<file path="config.mk">
export PLATFORM = sky130hd
export DESIGN_NAME = rht_free_map
export DESIGN_NICKNAME = d
export VERILOG_FILES = /design/src/design/rht_free_map.sv
export SDC_FILE = /design/constraint.sdc
export NUM_CORES = 1
export LEC_CHECK = 0
export BUFFER_PORTS_ARGS = -buffer_cell sky130_fd_sc_hd__buf_2
export CELL_PAD_IN_SITES_DETAIL_PLACEMENT = 1
export CELL_PAD_IN_SITES_GLOBAL_PLACEMENT = 2
export CORE_MARGIN = 2
export CORE_UTILIZATION = 35
export DETAILED_ROUTE_END_ITERATION = 8
export HOLD_SLACK_MARGIN = 0.05
export PLACE_DENSITY = 0.74
export SKIP_CTS_REPAIR_TIMING = 1
export SYNTH_ARGS = -nofsm -noshare
export SYNTH_HDL_FRONTEND = slang
export SYNTH_SLANG_ARGS = --single-unit
</file>
<file path="constraint.sdc">
create_clock -name clk_i -period 1.88 [get_ports clk_i]
set_input_delay 0.376 -clock clk_i [delete_from_list [all_inputs] [get_ports clk_i]]
set_output_delay 0.376 -clock clk_i [all_outputs]
set_load 0.03 [all_outputs]
</file>
<file path="src/design/rht_free_map.sv">
// Occupancy bit map with lowest-free-entry search.
module rht_free_map #(
  parameter int unsigned Depth = 64,
  localparam int unsigned Aw   = (Depth > 1) ? $clog2(Depth) : 1
) (
  input  logic          clk_i,
  input  logic          rst_ni,
  input  logic          set_i,
  input  logic          clr_i,
  input  logic [Aw-1:0] addr_i,
  output logic          used_o,
  output logic          found_o,
  output logic [Aw-1:0] free_o
);

  logic [Depth-1:0] used_q, used_d;
  logic          found_q;
  logic [Aw-1:0] free_q;
  logic          found_c;
  logic [Aw-1:0] free_c;

  always_comb begin
    used_d = used_q;
    if (set_i) used_d[addr_i] = 1'b1;
    if (clr_i) used_d[addr_i] = 1'b0;
  end

  always_comb begin
    found_c = 1'b0;
    free_c  = '0;
    for (int i = Depth - 1; i >= 0; i--) begin
      if (!used_q[i]) begin
        found_c = 1'b1;
        free_c  = Aw'(i);
      end
    end
  end

  always_ff @(posedge clk_i or negedge rst_ni) begin
    if (!rst_ni) begin
      used_q  <= '0;
      found_q <= 1'b0;
      free_q  <= '0;
    end else begin
      used_q  <= used_d;
      found_q <= found_c;
      free_q  <= free_c;
    end
  end

  assign used_o  = used_q[addr_i];
  assign found_o = found_q;
  assign free_o  = free_q;

endmodule

</file>
== After elaboration in Yosys (flattened, before gate mapping) ==
Cells that the tools add are included.

* Register bits: 71
* Logic and storage cells: 143

* $lt $le $gt $ge: 2
* Multiplexer cells: 134
* Bitwise logic cells: 3
* Reduce and logical (&&, ||, !) cells: 1

{| class="wikitable"
|+ Operators with widths
! cell !! count
|-
| 2-to-1 mux 6 bit || 64
|-
| 2-to-1 mux 64 bit || 2
|-
| 2-to-1 mux 1 bit || 66
|-
| bitwise AND 64 bit || 1
|-
| NOT 64 bit || 1
|-
| OR 64 bit || 1
|-
| < comparator 6 x 7 -> 1 bit (second input constant) || 1
|-
| binary-select mux 1 bit (select 6 bit) || 1
|-
| demux 1 bit (select 6 bit) || 1
|-
| >= comparator 6 x 1 -> 1 bit (second input constant) || 1
|-
| logical AND 1 bit || 1
|}

== Longest topological paths before layout ==
Gate-level depths: netlist of run 1.

* Word-level depth: 64
* Gate-level depth with buffers: 9
* Gate-level depth less buffers: 6

== Worst setup path before layout of run 1 ==
Ideal clock, no wire load.

* Path kind: input port to output port
* Start: in addr_i[0]
* End: out used_o
* Arrival: 1.858 ns
* Setup slack: -0.354 ns
* Cell stages on the path: 7
* Buffers on the path: 1
* Path through: buf_4 -> nand2b_1 -> nor2_1 -> a221oi_2 -> a21oi_1 -> a211oi_2 -> o221ai_1

* Word-level cells in the longest chain between the ends: 2

{| class="wikitable"
|+ RTL lines
! item !! RTL line !! source
|-
| from (decl) || 10 || <nowiki>input logic [Aw-1:0] addr_i,</nowiki>
|-
| binary-select mux 1 bit (select 6 bit) || 51 || <nowiki>assign used_o = used_q[addr_i];</nowiki>
|-
| 2-to-1 mux 1 bit (not written as such) || 51 ||
|-
| to (decl) || 11 || <nowiki>output logic used_o,</nowiki>
|}

No other way between the ends. The select of a mux whose other input is x is not followed.

== Worst setup path after layout of run 1 ==
* Start: reg used_q[38]
* End: out used_o

* Word-level cells in the longest chain between the ends: 2

{| class="wikitable"
|+ RTL lines
! item !! RTL line !! source
|-
| from (decl) || 16 || <nowiki>logic [Depth-1:0] used_q, used_d;</nowiki>
|-
| from (signal assigned) || 45 || <nowiki>used_q <= used_d;</nowiki>
|-
| binary-select mux 1 bit (select 6 bit) || 51 ||
|-
| 2-to-1 mux 1 bit (not written as such) || 51 ||
|}

No other way between the ends. The select of a mux whose other input is x is not followed.

==> flow_summary.ini, run 1 <==
[pwr]
p_total_mw = 5.10
p_leak_nw = 2.37
powerDensity_nw_per_um2 = 939
ir_worst_vdd_uv = 741

[clock_network]
cts.htree.levels = 3
worstSkewPairLatency_ns = 0.35
cts-root-buf = clkbuf_16
path_clk_slew_ns = 0.05
clockBufferDepth = 2
cts_sinks = 71
cts_tree = done
cts_buffers = 9

[route]
dr.pass1.iters = 5
routed_wl_mm = 16.0
vias = 4232
drt-initial-drc-count = 318
via_per_inst = 5.81
routedWlPerCell_um = 22.0
ant_nets = 0
drc = 0

[floorplanning]
num_rows = 39
die_h_um = 112
die_area_um2 = 12600
initial_utilization_pct = 35.9
coreArea_um2 = 11400
die_x_um = 112
boundaryPins = 18

[global_route]
grt_use_met1_pct = 35.8
grt_pass1_wl_mm = 25.1
overflow = 0
first_global_vias = 4355
antenna_found_initial = 0
grt_max_degree = 35
busiest_layer = met2
track_usage_pct = 26.2
grtUsageMet3_pct = 5.67
grt_use_met2_pct = 43.2

[yosys]
ys_types = 60
ys_seq_area_share_pct = 43.4
synth_largest_area_cell = dfrtp_1
yosys_register_bits = 71
synthTopCellsByCount = 150 x a21oi_1, 71 x dfrtp_1, 31 x nand2_1, 23 x nor2_1
syn_nets = 478
synthFlopType = dfrtp_1
synth_area_um2 = 4090
synth_top_area_share_pct = 43.4
synth_cells = 468
synth_edf_count = 0
synth_area_leaders = dfrtp_1 43%, a21oi_1 18%, nand2_1 2.8%, nand4_1 2.3%, nor2_1 2.1%
async_flop_share_pct = 100
avgSynthCellArea_um2 = 8.75
synth_most_common_cell = a21oi_1
yosysWarnings = 0

[cells_and_area]
utilization_pct = 47.6
antenna_cells = 0
fin_nets = 591
syn_to_final_growth_pct = 32.7
final_area_um2 = 5430
drive_gt1_share_pct = 30.1
nFillCells = 1359

[timing]
fin_crit_ns = 2.41
tightestPinTransition_ns = 0.583
hold_ws_ns = 0.487
post-route-period-util_pct = 128
grt_setup_unrepaired = true
setup_viol = 2
slew_headroom_pct = 61.0
final-max-slew-violation-count = 0
fmax_mhz = 415
final-hold-violation-count = 0
skew_ns = 0.00644
setup_slack_ns = -0.528

[setup_path]
path_cells = mux4_2 > mux2i_1 > nand2_1 > a211oi_2 > o221ai_2 > buf_6
startpoint_type = flip-flop
ff2ff_path_depth = 8
cp.required_ns = 1.50
critPathSlowestCell = mux4_2
arrival_ns = 2.03
r2r_slack_ns = -0.15
critical-path-max-stage-delay_ns = 0.49
crit_type = reg2out
reg2reg_from = used_q[32]$_DFF_PN0_
end_kind = output pin
critPathMaxFanout = 2
r2r-end = free_o[1]$_DFF_PN0_

[place]
place.port_buffers = 17
gp_congestion = 0.917
preCtsSetupSlack_ns = -0.580
place_area_um2 = 5030
dp_hpwl_mm = 12.0

[hold_path]
min_path_type = in2async

[status]
violations = setup timing
status = complete, but fails checks

[flow_run]
cap_violations = 0
-- power breakdown --
group	leakage, nW	internal [mW]	total, mW	switching (mW)
Clock	0.131	0.913	1.55	0.641
Combinational	1.33	0.669	1.45	0.776
Sequential	0.909	1.81	2.10	0.293
-- area by class of cell --
class | instances | area (µm²) | area share, %
Clock buffer | 11 | 243 | 4.47
Inverter | 16 | 60.1 | 1.11
Tap cell | 143 | 179 | 3.29
Multi-Input combinational cell | 358 | 2210 | 40.7
Timing Repair Buffer | 125 | 938 | 17.3
Clock inverter | 4 | 22.5 | 0.415
Sequential cell | 71 | 1780 | 32.7
-- placed cells by master (no fill, tap or decap), types with 3 or more instances in the layout --
| cell type | n |
|---|---|
| dfrtp_1 | 70 |
| o21ai_1 | 4 |
| a21oi_2 | 4 |
| buf_4 | 105 |
| mux2i_1 | 7 |
| mux4_2 | 4 |
| a31oi_1 | 5 |
| nand2b_1 | 9 |
| buf_2 | 14 |
| nand3_1 | 17 |
| o21ai_0 | 15 |
| nand4_1 | 15 |
| a21oi_1 | 146 |
| clkinv_2 | 3 |
| nand2_1 | 30 |
| clkbuf_16 | 9 |
| nand3b_1 | 4 |
| nor2_1 | 22 |
| a21o_1 | 3 |
| nor3_1 | 6 |
| a22oi_1 | 3 |
| nor2b_1 | 4 |
| inv_1 | 16 |
| mux2_2 | 4 |
-- per-layer routing --
| layer | wire length (µm) | vias to the layer above |
|---|---|---|
| met5 | 0 | - |
| met2 | 7700 | 118 |
| li1 | - | 1978 |
| met3 | 875 | 20 |
| met1 | 7170 | 2116 |
| met4 | 270 | 0 |
-- critical path, delay by kind of cell (launching register included) --
kind	cells	cell delay [ns]
multiplexers	2	0.65
AO/OA/AOI/OAI	2	0.38
AND/OR/NAND/NOR	1	0.09
flip-flops	1	0.41
buffers and inverters	1	0.17
-- flip-flops by register name, summed over array words and instances, names as in the netlist --
name and count:
free_o 6, found_o 1, used_q 64
-- stage by stage --
| stage | instances | TNS (ns) |
|---|---|---|
| floorplan | 468 | -0.143 |
| global placement | 708 | -1.03 |
| detailed placement | 708 | -1.37 |
| CTS | 723 | -0.830 |
| global route | 728 | -0.803 |
| finish | 728 | -0.674 |
-- how the worst max path moves through the flow --
stage	end	startpoint	slack, ns
finish	used_o	used_q[38]$_DFF_PN0_	-0.53
global route	used_o	used_q[38]$_DFF_PN0_	-0.59
CTS	used_o	addr_i[2]	-0.58
detailed placement	used_o	addr_i[2]	-0.58
global placement	used_o	addr_i[1]	-0.51
floorplan	used_o	addr_i[1]	-0.14
-- cell families after synthesis --
| kind of cell | Yosys count | synth area share, % |
|---|---|---|
| simple gates | 133 | 17.3 |
| mux | 17 | 5.75 |
| flops | 71 | 43.4 |
| compound gates | 208 | 28.8 |
| buf+inv | 39 | 4.74 |
No activity file was read; power rests on OpenSTA's default activity.
==> run 2, diff against run 1 <==
- CAP_MARGIN: unset -> 15
- CORE_ASPECT_RATIO: unset -> 1.1
- CORE_UTILIZATION: 35 -> 39
- PLACE_DENSITY: 0.74 -> 0.78
- clock period: 1.88 -> 2.3 ns (I/O delays scaled with it)
==> flow_summary.ini, run 2 (same netlist as run 1, synthesis figures left out) <==
[cells_and_area]
top_register = used_q
antenna_cells = 0
fin_nets = 547
final_common_cell = a21oi_1
largest_register_ffs = 64
syn_to_final_growth_pct = 24.8
drive_gt1_share_pct = 22.5
final_cell_mix = 148 x a21oi_1, 71 x dfrtp_1, 63 x buf_4

[status]
violations = setup timing
status = complete, but fails checks

[timing]
fin_crit_ns = 2.63
slew_headroom_pct = 59.5
fin_setup_tns_ns = -0.332
setup_viol = 1
grt_setup_unrepaired = true
final-max-slew-violation-count = 0
skew_ns = 0.00467
tightestPinTransition_ns = 0.605
setup_slack_ns = -0.332
post-route-period-util_pct = 114
final-hold-violation-count = 0
fmax_mhz = 380

[global_route]
antenna_found_initial = 0
grt_max_degree = 72
grt_pass1_wl_mm = 23.8
overflow = 0
track_usage_pct = 27.9
first_global_vias = 4081

[pwr]
powerDensity_nw_per_um2 = 855
ir_worst_vdd_uv = 400
p_total_mw = 4.37
p_leak_nw = 2.17

[floorplanning]
die_h_um = 111
die_area_um2 = 11300
num_rows = 39
initial_utilization_pct = 39.8
coreArea_um2 = 10300
boundaryPins = 18
die_x_um = 102

[setup_path]
critPathMaxFanout = 2
critical-path-max-stage-delay_ns = 0.53
arrival_ns = 2.17
reg2reg_from = used_q[32]$_DFF_PN0_
r2r_slack_ns = 0.15
cp.required_ns = 1.84
crit_type = reg2out
startpoint_type = flip-flop
end_kind = output pin
ff2ff_path_depth = 7
r2r-end = free_o[1]$_DFF_PN0_
path_cells = mux4_1 > mux2i_1 > nor2_1 > a211oi_2 > o221ai_2 > buf_6
critPathSlowestCell = mux4_1

[route]
vias = 4072
routed_wl_mm = 15.1
via_per_inst = 5.94
dr.pass1.iters = 4
drc = 0
ant_nets = 0
routedWlPerCell_um = 22.0
drt-initial-drc-count = 225

[flow_run]
cap_violations = 0

[place]
gp_congestion = 0.979
dp_hpwl_mm = 11.0
place.port_buffers = 17

[clock_network]
cts-root-buf = clkbuf_16
path_clk_slew_ns = 0.06
cts_sinks = 71
cts.htree.levels = 3
clockBufferDepth = 2
cts_tree = done
worstSkewPairLatency_ns = 0.34
cts_buffers = 9

[hold_path]
min_path_type = in2async
run 2: power by group:
part	internal [mW]	switching (mW)
registers	1.48	0.287
logic	0.430	0.532
clock network	1.09	0.550
run 2: layout make-up:
cell class,instances,area (µm²)
inverter,16,60.1
fill,1209,5190
sequential,71,1780
timing repair buffer,81,602
multi-input combinational,358,2140
clock buffer,11,243
tap,143,179
clock inverter,5,105
run 2: layer usage:
metal	routed length (µm)	share of wire [%]	GRT usage [%]	up-vias
met2	7360	49	44.3	101
met4	261	1.7	9.46	0
li1	-	-	-	1888
met1	6670	44	39.8	2066
met3	782	5.2	2.70	17
met5	0	0	0	-
run 2: critical path, delay by kind of cell, from the launching register on:
family | cells | cell delay, ns
muxes | 2 | 0.70
and+or+nand+nor | 1 | 0.07
DFF | 1 | 0.42
buffers and inverters | 1 | 0.16
AOI/OAI and AO/OA | 2 | 0.47
run 2: worst max path at each step:
stage                    startpoint     end  slack, ns  cells past startpoint
2_1_floorplan             addr_i[0]  used_o       0.07                      7
3_3_place_gp              addr_i[1]  used_o      -0.25                      8
5_1_grt        used_q[11]$_DFF_PN0_  used_o      -0.37                      6
6_report       used_q[11]$_DFF_PN0_  used_o      -0.33                      6
3_5_place_dp              addr_i[1]  used_o      -0.29                      9
4_1_cts                   addr_i[1]  used_o      -0.34                      8
run 2: metrics by stage:
step,area [µm²],hold slack [ns],worst slack (ns),std cells,utilization (%)
after floorplan,4100,0.164,0.0735,468,-
after global placement,4740,0.522,-0.248,669,46.0
after detailed placement,4740,0.521,-0.294,669,46.0
after CTS,5080,0.161,-0.340,685,49.4
after global routing,5110,0.177,-0.373,685,49.6
final,5110,0.137,-0.332,685,49.6
