--- src/design/rht_ram.sv ---
// Generic RAM with one write port and one registered read port.
module rht_ram #(
  parameter int unsigned Width = 8,
  parameter int unsigned Depth = 16,
  localparam int unsigned Aw   = (Depth > 1) ? $clog2(Depth) : 1
) (
  input  logic             clk_i,
  input  logic             we_i,
  input  logic [Aw-1:0]    waddr_i,
  input  logic [Width-1:0] wdata_i,
  input  logic [Aw-1:0]    raddr_i,
  output logic [Width-1:0] rdata_o
);

  logic [Width-1:0] mem_q [Depth];

  always_ff @(posedge clk_i) begin
    if (we_i) begin
      mem_q[waddr_i] <= wdata_i;
    end
    rdata_o <= mem_q[raddr_i];
  end

endmodule

--- config.mk ---
export PLATFORM = sky130hd
export DESIGN_NAME = rht_ram
export DESIGN_NICKNAME = d
export VERILOG_FILES = /design/src/design/rht_ram.sv
export SDC_FILE = /design/constraint.sdc
export NUM_CORES = 1
export LEC_CHECK = 0
export BUFFER_PORTS_ARGS = -buffer_cell sky130_fd_sc_hd__buf_4
export CAP_MARGIN = 5
export CORE_MARGIN = 3
export CORE_UTILIZATION = 40
export DETAILED_ROUTE_END_ITERATION = 12
export GPL_TIMING_DRIVEN = 1
export MAX_ROUTING_LAYER = met4
export SLEW_MARGIN = 40
export SYNTH_ARGS = -nofsm -noshare
export SYNTH_HDL_FRONTEND = slang
export SYNTH_SLANG_ARGS = --single-unit
export TNS_END_PERCENT = 1
--- constraint.sdc ---
create_clock -name clk_i -period 5.2 [get_ports clk_i]
set_input_delay 1.04 -clock clk_i [delete_from_list [all_inputs] [get_ports clk_i]]
set_output_delay 1.04 -clock clk_i [all_outputs]
set_load 0.005 [all_outputs]
---- Yosys cells after proc, flatten, opt, wreduce, memory -nomap -nowiden ----
Memories as Yosys holds them, arrays and structs flattened. A register that Yosys moved wholly into a read port is not among the register bits.
Index checks and enable logic that the tools add are counted.
word-level totals
  register bits ........................... 0
  bits in latches ......................... 0
  memory bits (writable) .................. 128
  memory bits (read-only) ................. 0
  input bits .............................. 18
  output and inout port bits .............. 8
  logic and storage cells ................. 3
  memories kept ........................... 1
cells by class
  add/subtract/negate cells ............... 0
  multipliers ............................. 0
  div/mod/pow operators ................... 0
  order comparisons ....................... 0
  equal/unequal tests ..................... 0
  shift operators ......................... 0
  mux-type cells .......................... 2
  bitwise logic cells ..................... 0
  reductions and logical operators ........ 0
memory list
  name   depth  bits a word  read ports  clocked after memory_dff  write ports  RTL line  RTL
  mem_q  16     8            1           1                         1            15        logic [Width-1:0] mem_q [Depth];
operators with widths
  cell               number
  two-way mux 1 bit  2

---- Longest topological paths before layout ----
Gate-level depths: netlist of the first run.
  depth in word-level cells ............... 2
  mapped depth ............................ 5
  depth with buffers taken out ............ 3

---- Least setup slack after synthesis of the first run ----
Ideal clock, no wire load.
  path kind ............................... input-to-reg
  start point ............................. input waddr_i[2]
  end point ............................... memory mem_q[0][0], enable pin
  library setup time ...................... 383 ps
  data arrival time ....................... 2150 ps
  setup slack ............................. 2667 ps
  stages .................................. 2
  path buffers ............................ 0
  path through ............................ or3b_2 nor3_1
RTL lines
  item         RTL line  RTL
  from (decl)  9         input logic [Aw-1:0] waddr_i,
  to (decl)    15
Straight into the memory's write port.

---- Worst setup path in the final report of the first run ----
  start point ............................. input waddr_i[2]
  end point ............................... memory mem_q[3][3], enable pin
Straight into the memory's write port.

==> summary by stage, run 1 <==
Timing
Derived from the worst setup path, the maximum achievable clock frequency is 436 MHz. The minimum period implied by the final worst setup slack is 2.29 ns. The final period utilization is 44.1%. In this run the tightest slew margin relative to its limit is 43.6%.

For the final routed database, the setup TNS stands at 0 ns. Setup violations remaining at the end of the flow were counted as 0. The count of final hold-check violations is 0. Setup repair after global routing left no endpoint under its margin. The max-slew violation count is 0. At the pin with the least slew margin, the transition time is ~0.84 ns. The worst clock skew is around 0.018 ns.

Route
The average detailed-routed wire length per instance is 21.8 um. The ratio of routed vias to standard cells is 5.24. After detailed routing, the number of remaining DRC violations is 0. The detailed router's first-iteration violation count is approximately 160. The first-pass iteration count of the detailed router is 4.

The detailed router placed around 2300 vias in this run. Once detail routing completed, the nets flagged for antenna violations numbered 0. The routed design has 9.72 mm of wire.

Setup path
Counting cells, the worst reg-to-reg path comes to 3. The worst setup path is launched from an input pin. Counting both buffers and inverters, the worst setup path holds a total of 1. The kind of capture point of the worst setup path is a flop.

At the worst endpoint, the arrival time is about 2.3 ns. The critical path ends at mem_q[3][3]. In this design, the stage delay of the slowest critical-path cell is 0.65 ns. Across all register-to-register paths, the minimum setup slack is 3.79 ns.

The critical path in this run is classified as in2reg. On the critical path the largest part of the delay comes from simple AND/OR/NAND/NOR gates. Along the worst path, the maximum fanout reaches 8. The source of the critical timing path is waddr_i[2]. The critical path goes through buf_4 -> or3b_2 -> nor2_1. Counting buffers and inverters, the worst setup path is 3 cells deep. The slowest stage of the critical path belongs to the cell nor2_1.

The reg-to-reg startpoint is mem_q[2][4]. The worst flop-to-flop path endpoint is rdata_o[4]. Data on the critical path is required at its endpoint by 5.24 ns.

Pwr
Net switching is between 10% and 20% of the power. For this design the static power due to leakage is 2.05 nW. The power share of the clock group is 50.2%. Internal power comes to between 2 and 2.5 mW.

The worst IR drop on VDD is 0.336 mV. The proportion of power drawn by combinational gates is under 10%. Sequential cells burn 45.5% of the power. The net switching power of the design is 0.492 mW.

The areal power density over the cells is between 400 and 500 nW/um^2. The overall power is 2.71 mW.

Cells and area
Leaving out fill and tap cells, the most frequent cell in the layout is edfxtp_1. The library cells used most frequently in the layout, excluding fill and tap cells, are edfxtp_1, buf_4, mux4_2. The share of post-route cells with drive strength above 1 is 31.3%. With fillers left out, the area of the finished cells amounts to slightly above 6000 sq um. Cells fill 50.3% of the core in the end. The layout-stage area growth over the synthesis result is 20.3%.

The diode insertion count for antenna repair is 0. The finished layout holds about 450 standard cells, fillers aside. The final layout net count is 283.

Placement
The count of input and output buffers is 25. Routability-driven placement finished with a final weighted congestion of 0.745. Once detailed placement completed, the half-perimeter wirelength came to 5.92 mm. The standard cell area after detailed placement is 5500 sq um. After detailed placement, the design holds a cell count of just over 400.

Floorplan
The horizontal die dimension is ~120 um. During I/O placement, the number of pins put on the boundary was 26. The die covers 14300 sq um.

The initial utilization of the core area, before any placement, comes to 41.8%. The die extent in y is ~120 um. The area of the core region is 12300 sq um. Row generation in the floorplan step produced 40 rows.

Clock network
The number of buffers inserted for hold repair after clock tree synthesis is 0. The clock net in this run drives a total of 136 sinks. For the worst-skew pair, the clock arrives at the later sink with an insertion delay of ~0.42 ns. TritonCTS built the clock tree. CTS placed an instance of clkbuf_16 at the clock tree root. The number of buffers inserted during clock tree synthesis is 17. The number of gates resized after CTS was 0.

The H-tree depth reported by CTS is 4. In this run the deepest clock path goes through 2 buffers. Once the clock tree was built, the setup fixing pass inserted 0 buffers. Clock-pin slew was measured on the worst setup and hold paths at 0.05 ns.

GRT
For this run the aggregate overflow at the end of global routing stands at 0. The first global-routing pass estimated around 15 mm of wire. The number of antenna violations at the first check in global routing came to 0. The largest net degree at the start of global routing is 33. The aggregate global-route resource usage is between 15 and 20%. The number of global-route vias before repair is 2471.

Logic synthesis
The synthesized area divided by synthesized cell count is 22.5 sq um. After synthesis, the netlist uses 19 different library cells. The synthesized netlist cell count is 229.

The Yosys step of the flow raised 0 warnings. After synthesis, the share of cell area in mux cells is 15.0%. In this run, synthesis produced a sequential element count of 136. The synthesized netlist devotes 0% of its cell area to XOR and XNOR gates.

The post-synthesis share of cell area spent on and, or, nand and nor gates is 3.18%. By area, the combinational part of the netlist is dominated by multiplexers. The sequential share of the synthesized area is between 70% and 80%. The net count after synthesis is ~250. The adder and majority gate portion of the synthesized area is 0%.

The synthesized netlist occupies a cell area of roughly 5100 sq um. The compound-cell area share of the yosys netlist is 2.33%.

Outcome
The flow ran to the end, and the final reports show no timing, DRC or antenna violations.

Worst hold path
The min-delay analysis places its worst path in the category reg2reg.

Job
Across the run, the number of max-cap violations was 0.
[cell usage after synthesis (all sizes together)]
master / number / area [sq um]
edfxtp: 128 / 3840
mux4: 32 / 773
a22oi: 16 / 120
nor2: 13 / 48.8
nand2: 9 / 33.8
dfxtp: 8 / 160
buf: 7 / 56.3
nor3: 4 / 20.0
clkdlybuf4s25: 3 / 30.0
nand2b: 2 / 12.5
nand3b: 2 / 15.0
and2: 1 / 6.26
and2b: 1 / 7.51
nand3: 1 / 5.00
nor2b: 1 / 6.26
or3b: 1 / 8.76
[how the worst min path moves through the flow]
stage,cells past startpoint,slack (ns),endpoint,start
2_1_floorplan,3,0.63,rdata_o[0],mem_q[7][0]
3_3_place_gp,3,0.65,rdata_o[4],mem_q[14][4]
3_5_place_dp,3,0.66,rdata_o[4],mem_q[15][4]
4_1_cts,3,0.67,rdata_o[4],mem_q[15][4]
5_1_grt,3,0.70,rdata_o[4],mem_q[15][4]
6_report,3,0.67,rdata_o[4],mem_q[15][4]
[flip-flops by register name, summed over array words and instances, names as in the netlist]
name,cells
rdata_o,8
mem_q,128
[through the flow]
| step | hold WS [ns] | worst slack [ns] |
|---|---|---|
| final | 0.668 | 2.91 |
| after global placement | 0.649 | 2.38 |
| after global routing | 0.704 | 2.76 |
| after detailed placement | 0.663 | 2.45 |
| after floorplan | 0.629 | 2.67 |
| after CTS | 0.672 | 2.88 |
[power by group through the flow]
| stage | clock, mW | sequential [mW] | combinational [mW] |
|---|---|---|---|
| 3_3_place_gp | 0 | 1.25 | 0.114 |
| 5_1_grt | 1.43 | 1.24 | 0.127 |
| 4_1_cts | 1.38 | 1.23 | 0.118 |
| 2_1_floorplan | 0 | 1.25 | 0.0622 |
| 6_report | 1.36 | 1.23 | 0.117 |
| 3_5_place_dp | 0 | 1.26 | 0.118 |
[cell type report]
| class | count | area (sq um) |
|---|---|---|
| fillers | 1023 | 6120 |
| flip-flops and latches | 136 | 4000 |
| multi-input cells | 83 | 1090 |
| clock buffers | 17 | 425 |
| clock inverters | 15 | 255 |
| well taps | 168 | 210 |
| repair buffers | 27 | 203 |
[logic make-up (layout without fill, tap and decap cells)]
family / count (synthesis) / in the layout
compound gates: 16 / 16
buf+inv: 10 / 59
flops: 136 / 136
mux: 32 / 32
simple gates: 35 / 35
[routing by layer]
layer	track usage [%]	part of all wire [%]	vias to the layer above
met3	4.46	4.1	7
met2	22.4	50	63
li1	-	-	1047
met1	20.1	45	1219
met5	-	0	-
met4	6.51	1.6	0
[worst reg2reg max path: cells and delay by family, from the launching register on]
| kind | cells | cell delay [ns] |
|---|---|---|
| muxes | 1 | 0.46 |
| and+or+nand+nor | 1 | 0.09 |
| AOI/OAI and AO/OA | 1 | 0.34 |
| DFF | 1 | 0.38 |
Power figures use the tool's default switching activity.
==> inputs of run 2 (changes only) <==
==> constraint.sdc (replaced) <==
create_clock -name clk_i -period 2.4 [get_ports clk_i]
set_input_delay 0.48 -clock clk_i [delete_from_list [all_inputs] [get_ports clk_i]]
set_output_delay 0.48 -clock clk_i [all_outputs]
set_load 0.005 [all_outputs]
==> run 2 against run 1 <==
Net effect:
- worst setup slack got worse by 2.1 ns
- final cell count increased by 3.6%
- non-clock buffer count increased by 16
- final area increased by 0.69%
- global-route usage decreased by 0.36 points
- wire length decreased by 1.8%
- die area unchanged
- sequential cell count unchanged
- clock skew decreased by 0.012 ns
==> summary by stage, run 2 (synthesis results as in run 1) <==
Outcome
Run status: finished clean (unchanged).

Route
The residual DRC count is 0 (unchanged). The ratio of routed vias to standard cells came to 5.12 (was 5.24). The via total after detailed routing is 2367 (was 2336). The detailed router's first-iteration violation count is 228 (was 155). The first-pass iteration count of the detailed router came to 4 (unchanged). The number of antenna-violating nets in the routed design is 0 (unchanged). The average detailed-routed wire length per instance is 20.6 um (was 21.8 um). The wire length reported by the detailed router is 9.54 mm (was 9.72 mm).

Clock network
The clock latency reported for the late side of the worst-skew pair is 0.41 ns (was 0.42 ns). The clock root buffer is clkbuf_16 (unchanged). The H-tree depth reported by CTS is 4 (unchanged). The total of cells resized after clock tree synthesis is 0 (unchanged). The clock sink count is 136 (unchanged). The number of buffers inserted during clock tree synthesis is 17 (unchanged). The number of buffers inserted for hold repair after clock tree synthesis came to 0 (unchanged).

The buffers inserted during post-CTS setup optimization is 0 (unchanged). The clock tree from TritonCTS is done (unchanged). The clock tree buffer depth came to 2 (unchanged).

The clock transition at the register clock pins on the worst setup and hold paths after CTS is 0.06 ns (was 0.05 ns).

Floorplan
The initial cell density of the core is 41.8% (unchanged). The area of the core region came to 12300 sq um (unchanged). The die extent in y is 119 um (unchanged). The total die area was 14300 sq um (unchanged). The horizontal die dimension is 119 um (unchanged). The total I/O pin count is 26 (unchanged). The total number of placement rows is 40 (unchanged).

Timing
The total setup violations reported at the end of the flow came to 0 (unchanged). The worst relative slew slack is 56.7% (was 43.6%). The aggregate negative setup slack is 0 ns (unchanged).

The count of final hold-check violations came to 0 (unchanged). The final period utilization is 65.1%. The max-slew violation count is 0 (unchanged). The worst clock skew came to 0.00604 ns (was 0.0177 ns). The worst-case setup margin in the final layout is 0.837 ns (was 2.91 ns). The maximum achievable frequency is 640 MHz. The transition time at the pin with the least slew margin is 0.648 ns (was 0.843 ns). Unrepaired setup endpoints after global routing: false (unchanged). The routed design could run at a clock period as short as ~1.6 ns.

Setup path
Worst-path cell chain: buf_4 -> buf_12 -> mux4_1 -> a22oi_1 -> nand2_1 (was buf_4 -> or3b_2 -> nor2_1). The buffer and inverter count on the worst path is 2 (was 1). The highest fanout seen on the critical path is 32 (was 8). The startpoint kind of the worst setup timing path was an input pin (unchanged). The start-to-end type of the worst setup path is in2reg (unchanged). The kind of cell adding the most delay to the critical path was multiplexers (was simple AND/OR/NAND/NOR gates). The signal arrival time at the worst endpoint is 1.85 ns (was 2.33 ns).

The slowest cell on the critical path is mux4_1 (was nor2_1). The kind of capture point of the worst setup path is a flop (unchanged). The largest stage delay on the critical path is 0.60 ns (was 0.65 ns). The critical path required time is 2.69 ns (was 5.24 ns).

Pwr
The overall power was 5.64 mW (was 2.71 mW). The leakage power came to 2.11 nW (was 2.05 nW). The worst IR drop on VDD is 0.440 mV (was 0.336 mV). The areal power density over the cells is 904 nW/um^2 (was 438 nW/um^2).

Placement
The worst slack at placement is 0.423 ns (was 2.45 ns). The HPWL reported at the end of detailed placement is 6.15 mm (was 5.92 mm). The count of input and output buffers was 25 (unchanged). The final weighted congestion in routability-driven placement came to 0.722 (was 0.745).

Cells and area
The final layout net count was 299 (was 283). The flip-flop count of the largest register, all copies and words added is 128 (unchanged). Largest registers in the final layout: mem_q (128), rdata_o (8) (unchanged). The leading cell type in the layout, fill and taps excluded is edfxtp_1 (unchanged). The register bank with the most flops is mem_q (unchanged).

The diode insertion count for antenna repair is 0 (unchanged). Commonest cells after routing, fill and taps aside: edfxtp_1, buf_4, mux4_2 (unchanged). The final design utilization came to 50.6% (was 50.3%). The share of post-route cells with drive strength above 1 is 32.0% (was 31.3%). The layout-stage area growth over the synthesis result is 21.1% (was 20.3%).

GRT
The first-pass GRT wire length came to 14.6 mm (was 15.1 mm). The number of antenna violations at the first check in global routing came to 0 (unchanged). The aggregate global routing overflow was 0 (unchanged). The number of global-route vias before repair was 2439 (was 2471).

The aggregate global-route resource usage is 14.9% (was 15.3%). The largest net degree at the start of global routing is 33 (unchanged).

Job
The max capacitance violation total came to 0 (unchanged).

Worst hold path
The worst hold-check path type was in2reg (was reg2reg).
==> run 2: cell count changes in the layout (fill, tap and decap cells not counted), sizes merged <==
cell	delta
buf	+16
bufinv	-3
clkinv	-1
clkinvlp	+3
inv	+1
==> run 2: worst paths after layout <==
kind                 from           to  slack, ns  depth (start not counted)
max            raddr_i[0]   rdata_o[0]       0.84                          5
min            wdata_i[4]  mem_q[4][4]       0.38                          1
max reg2reg   mem_q[1][0]   rdata_o[0]       1.00                          3
min reg2reg  mem_q[15][7]   rdata_o[7]       0.67                          3
==> run 2: cell type report <==
type | instances | area, sq um
multi-input cells | 83 | 1060
repair buffers | 43 | 335
fillers | 1027 | 6080
flip-flops and latches | 136 | 4000
clock buffers | 17 | 425
well taps | 168 | 210
clock inverters | 15 | 203
==> run 2: per-stage QoR <==
step / instance area [sq um] / cells / hold slack, ns
2_1_floorplan: 5150 / 229 / 0.579
3_3_place_gp: 5610 / 430 / 0.662
3_5_place_dp: 5610 / 430 / 0.664
4_1_cts: 6230 / 462 / 0.369
5_1_grt: 6230 / 462 / 0.388
6_report: 6230 / 462 / 0.379
==> run 2: worst register-to-register path: cells and delay by family, from the launching register on <==
| kind | cells | cell delay (ns) |
|---|---|---|
| mux | 1 | 0.51 |
| simple gates | 1 | 0.09 |
| flops | 1 | 0.34 |
| compound gates | 1 | 0.34 |
==> run 2: power by group <==
| group | leakage [nW] | internal [mW] | switching (mW) |
|---|---|---|---|
| clock network | 0.291 | 1.74 | 0.970 |
| logic | 0.592 | 0.120 | 0.135 |
| registers | 1.22 | 2.66 | 0.0158 |
==> run 2: per-layer routing <==
layer | part of all wire (%) | global-route usage (%) | routed length (um) | vias up
met3 | 5.8 | 4.42 | 550 | 12
met1 | 45 | 19.8 | 4250 | 1200
met5 | 0 | - | 0 | -
met4 | 1.3 | 5.37 | 125 | 0
li1 | - | - | - | 1077
met2 | 48 | 22.1 | 4610 | 78
